==> config.mk <==
export PLATFORM = sky130hd
export DESIGN_NAME = bts_ctrl
export DESIGN_NICKNAME = d
export VERILOG_FILES = /design/src/hdl/bitmap_thread_scheduler_macros.svh /design/src/hdl/bts_pkg.sv /design/src/hdl/bts_ctrl.sv
export SDC_FILE = /design/constraint.sdc
export NUM_CORES = 1
export LEC_CHECK = 0
export BUFFER_PORTS_ARGS = -buffer_cell sky130_fd_sc_hd__buf_4
export CAP_MARGIN = 20
export CELL_PAD_IN_SITES_DETAIL_PLACEMENT = 0
export CELL_PAD_IN_SITES_GLOBAL_PLACEMENT = 2
export CORE_AREA = 4 4 41 43
export CTS_BUF_LIST = sky130_fd_sc_hd__clkbuf_4 sky130_fd_sc_hd__clkbuf_8
export CTS_CLUSTER_DIAMETER = 60
export DETAILED_ROUTE_END_ITERATION = 8
export DIE_AREA = 0 0 45 47
export PLACE_DENSITY_LB_ADDON = 0.1
export SETUP_SLACK_MARGIN = 0.5
export SLEW_MARGIN = 20
export SYNTH_ARGS = -nofsm -noshare
export SYNTH_HDL_FRONTEND = slang
export SYNTH_SLANG_ARGS = --single-unit
==> constraint.sdc <==
create_clock -name clk -period 3.6 [get_ports clk]
set_input_delay 0.18 -clock clk [delete_from_list [all_inputs] [get_ports clk]]
set_output_delay 0.18 -clock clk [all_outputs]
set_load 0.01 [all_outputs]
==> src/hdl/bitmap_thread_scheduler_macros.svh <==
// Assertion macros for the thread scheduler.
`ifndef BITMAP_THREAD_SCHEDULER_MACROS_SVH
`define BITMAP_THREAD_SCHEDULER_MACROS_SVH
`ifndef SYNTH
`define BTS_ASSERT_IMPL(label, clk, rst_n, ante, cons) \
	label: assert property (@(posedge clk) disable iff (!rst_n) (ante) |-> (cons)) \
	else $error("assertion failed");
`define BTS_ASSERT_NEXT(label, clk, rst_n, ante, cons) \
	label: assert property (@(posedge clk) disable iff (!rst_n) (ante) |=> (cons)) \
	else $error("assertion failed");
`else
`define BTS_ASSERT_IMPL(label, clk, rst_n, ante, cons)
`define BTS_ASSERT_NEXT(label, clk, rst_n, ante, cons)
`endif
`endif

==> src/hdl/bts_pkg.sv <==
package bts_pkg;
	localparam int unsigned THREADS_DEF = 32;
	localparam int unsigned WAIT_QUEUES_DEF = 8;
	localparam logic [9:0] MS_PER_TICK_RST = 10'd100;

	typedef enum logic [3:0] {
		OP_TICK = 4'd0, OP_CREATE = 4'd1, OP_YIELD = 4'd2, OP_SLEEP = 4'd3,
		OP_EXIT = 4'd4, OP_JOIN = 4'd5, OP_CANCEL = 4'd6, OP_WAIT = 4'd7,
		OP_SIGNAL = 4'd8
	} op_t;

	typedef struct packed {
		logic [3:0]  operation;
		logic [4:0]  target_thread;
		logic [7:0]  thread_priority;
		logic [15:0] sleep_ms;
		logic [2:0]  queue_id;
		logic signed [31:0] exit_code;
	} in_word_t;

	typedef struct packed {
		logic [5:0]  running_thread;
		logic        status;
		logic [4:0]  created_thread;
		logic [31:0] woken_mask;
		logic signed [31:0] delivered_code;
	} out_word_t;

	// controller -> datapath
	typedef struct packed {
		logic load;      // latch input word, begin op
		logic div_step;  // one quotient bit
		logic walk;      // process one thread entry
		logic finish;    // apply final bitmap updates and dispatch
	} cmd_t;

	// datapath -> controller
	typedef struct packed {
		logic div_done;
		logic walk_done;
		logic need_div;
		logic need_walk;
	} stat_t;
endpackage

==> src/hdl/bts_ctrl.sv <==
module bts_ctrl (
	input  logic clk,
	input  logic arst_n,
	input  logic start,
	input  bts_pkg::stat_t st,
	output bts_pkg::cmd_t cmd,
	output logic busy,
	output logic done
);
	import bts_pkg::*;

	typedef enum logic [4:0] {
		S_IDLE = 5'b00001, S_DECODE = 5'b00010, S_DIV = 5'b00100,
		S_WALK = 5'b01000, S_FIN = 5'b10000
	} state_t;

	state_t state_q, state_d;

	always_comb begin
		state_d = state_q;
		cmd = '0;
		unique case (state_q)
			S_IDLE: begin
				if (start && !done) begin
					cmd.load = 1'b1;
					state_d = S_DECODE;
				end
			end
			S_DECODE: begin
				if (st.need_div) state_d = S_DIV;
				else if (st.need_walk) state_d = S_WALK;
				else state_d = S_FIN;
			end
			S_DIV: begin
				cmd.div_step = 1'b1;
				if (st.div_done) state_d = S_FIN;
			end
			S_WALK: begin
				cmd.walk = 1'b1;
				if (st.walk_done) state_d = S_FIN;
			end
			S_FIN: begin
				cmd.finish = 1'b1;
				state_d = S_IDLE;
			end
			default: state_d = S_IDLE;
		endcase
	end

	always_ff @(posedge clk or negedge arst_n) begin
		if (!arst_n) begin
			state_q <= S_IDLE;
			done <= 1'b0;
		end else begin
			state_q <= state_d;
			done <= cmd.finish;
		end
	end

	assign busy = (state_q != S_IDLE) || done;
endmodule

* Word level (Yosys, flattened, before mapping)
Index checks and enable logic that the tools add are counted.
Word-level totals: flip-flop bits (word level) 6, output and inout port bits 6, input bits 7
Operators by class: reduce and logical (&&, ||, !) cells 4, eq/ne operators 9, muxes and demuxes 11
Operator list (number):
- $mux 5 | 5
- $pmux 5 s4 | 1
- $ne 2x2->1 const B | 3
- $eq 5x1->1 const B | 1
- $eq 5x2->1 const B | 1
- $eq 5x3->1 const B | 1
- $eq 5x4->1 const B | 1
- $eq 5x5->1 const B | 1
- $mux 1 | 5
- $ne 5x1->1 const B | 1
- $reduce_and 3->1 | 1
- $logic_and 1x1->1 | 1
- $logic_not 1->1 | 1
- $logic_or 1x1->1 | 1

* Depth between registers and ports, before layout
depth in word-level cells 4, gate-level depth with buffers 4, gate-level depth less buffers 3

* Worst setup path after synthesis
OpenSTA, ideal clock, no wires.
kind register to output, from register state_q[0], to output port busy, setup slack 2.028 ns, arrival time 1.392 ns, required time 3.420 ns, path buffers 0, stages on the path, launching flop included 3, cells stage by stage dfstp_2 or3b_4 or4_1
On the way: word-level cells in the longest chain between the ends 2
Ends and longest elaborated chain:
- start: declaration | RTL line bts_ctrl.sv:17 | state_t state_q, state_d;
- start signal: assignment | RTL line bts_ctrl.sv:55 | state_q <= state_d;
- $ne 5x1->1 | RTL line bts_ctrl.sv:60 | assign busy = (state_q != S_IDLE) || done;
- $logic_or 1x1->1 | RTL line bts_ctrl.sv:60
- end: declaration | RTL line bts_ctrl.sv:7 | output logic busy,
Every way passes these cells.

* Worst setup path in the final report
Same ends and word-level chain as after synthesis.

==> run metrics <==
status completed; post-CTS setup buffer count 0; Core ar. between 0.001 and 0.0015 mm²; CTS Buf Count 3; final critical-path share of the clock period a little over half; die area between 0.002 and 0.0025 mm²; Final Wtd Congestion around 0.78; CP Launch Point state_q[0]; Via Count roughly 320; Clock Tree Buf Depth 2; Hold Path Class primary input to register; final setup violation count 0; Max Clock Freq 0.5152 GHz; Hold Path Stages 2; synthesized cell area 357.8 µm²; WP data required roughly 3400 ps; final WL 843 µm; worst r2r src state_q[4]; Final Critical Period between 1500 and 2000 ps; final core occ roughly 38%; drt wl/cell around 13 µm; area grow syn2layout 37.41%; die width approximately 45 µm; setup TNS 0 ps; drt pass-1 iters 3; Row Count 13; FF-to-FF End state_q[3]; number of port buffers 12; setup slack, reg-to-reg between 2000 and 2500 ps; Worst setup EP type primary output; clk root buf clkbuf_4; Multi-input gate area around 190 µm²; Gate Count Post-Synth 35; CP startpoint kind register; Cell variety after synth 22; Slew headroom about two thirds; critical path peak fanout 6; depth of the CTS H-tree 1; CTS tree built; Worst Setup EP busy; RSZ-0062 raised after global routing false; Fillers about 140; max-cap violation count 0; PD cells approximately 600 mW/mm²; Avg Cell Area, Syn 10.22 µm²; Seq/Total Area, Yosys a little over two fifths; first-pass GRT wire length 1386 µm; Final Slew Violations 0; number of diodes 0; layout cells sized above 1 between 30% and 40%; Ports 13; initial core utilization 27.50%; Reg area between 150 and 200 µm²; Arrival @ worst endpoint roughly 1800 ps; cells on worst reg2reg path 3; design area a little under 500 µm²; Synth Register Bits 6; Slew @ Worst Pin roughly 470 ps; commonest non-fill, non-tap cells in the layout buf_4, nor4_1, dfrtp_1; largest net degree at the start of global routing 12; # clock sinks 6; # nets final 58; P_leak ~0.22 nW; Final Hold Fails 0; antenna-violating nets left 0; Peak VDD IR 0.2538 mV; clock skew between 10 and 15 ps; synth warn 0; hpwl dp 684.3 µm; DRC errors left 0; Post-DP Area around 450 µm²; Remaining Overflow, GRT 0; later-pin clock latency in the skew report between 200 and 300 ps; number of DRC markers in iteration 0 4; vias per inst between 4 and 5; vias in the first global route around 310; Total GRT Usage roughly a tenth; clock-pin slew on the worst setup and hold paths 40 ps; initial antenna violation count 0; chip height ~47 µm; Post-Syn Nets 42; leading cell type in the layout, fill and taps excluded buf_4; Crit Path Class register to primary output
cells by family (layout without fill, tap and decap cells):
family          after synthesis  in the layout  share of synthesized area [%]
simple gates                 21             21                          41.96
flops                         6              6                          42.31
compound gates                4              4                          8.043
buf+inv                       3             18                          5.243
xor+xnor                      1              1                          2.448
metal layers:
metal,GRT usage (%),vias to the layer above,share of wire (%)
met4,5.263,0,0
met5,0,-,0
met2,14.97,9,54
li1,-,158,-
met3,6.897,0,6.9
met1,10.39,155,39
timing repair:
item                                   in CTS  in global routing
resized for setup                           0                  0
hold buffers                                1                  0
endpoints found under the hold margin       6                  0
where the power goes:
group / total [W] / switching, W / internal (W)
combinational: 0.000104 / 0.0000446 / 0.0000596
sequential: 0.000113 / 0.0000286 / 0.0000841
clock: 0.0000759 / 0.0000263 / 0.0000496
total: 0.000293 / 0.0000995 / 0.000193
worst min path at each step:
stage                     startpoint          to  slack [ps]
after global placement        arst_n  state_q[1]          -7
after global routing           st[2]  state_q[4]         130
after floorplan               arst_n        done        -120
after detailed placement      arst_n        done          -9
final                          st[2]  state_q[4]         150
after CTS                      st[2]  state_q[4]         150
sequential cells by signal, indices dropped and copies added (netlist names):
register / count
state_q: 5
done: 1
Yosys cell counts:
cell,instances,area (µm²)
dfstp_2,1,26.28
dfrtp_1,5,125.1
or3_1,1,6.260
nand2b_1,3,18.77
nor2b_1,2,12.51
clkbuf_1,1,3.750
or4_1,1,7.510
or2b_1,1,7.510
a21oi_1,1,5.000
nand3b_1,1,7.510
nand2_1,1,3.750
o2bb2ai_1,1,8.760
nor4_4,1,21.27
nor4_1,6,37.54
inv_1,1,3.750
nor3_1,2,10.01
a21o_1,1,7.510
buf_6,1,11.26
or3b_4,1,11.26
and2_1,1,6.260
a22oi_1,1,7.510
xnor2_1,1,8.760
worst max-delay path, cell delays in order (launching register included):
cell and delay [ps]:
dfstp_2 560, or3b_4 410, or4_1 400, buf_4 150
cell type report:
class                   instances  area share, %
clock buffers                   4          6.107
well taps                      15          3.817
multi-input cells              26          38.17
repair buffers                 13          20.36
flip-flops and latches          6          30.79
inverters                       1         0.7634
through the flow:
stage | total power (W) | cells | hold slack (ps) | worst slack [ps]
2_1_floorplan | 0.0001808 | 35 | -115.6 | 2028
3_3_place_gp | 0.0002133 | 60 | -7.460 | 1928
3_5_place_dp | 0.0002192 | 60 | -8.693 | 1916
4_1_cts | 0.0002975 | 65 | 149.2 | 1652
5_1_grt | 0.0003198 | 65 | 130.8 | 1579
6_report | 0.0002929 | 65 | 151.9 | 1659
No activity file was read; power rests on OpenSTA's default activity.
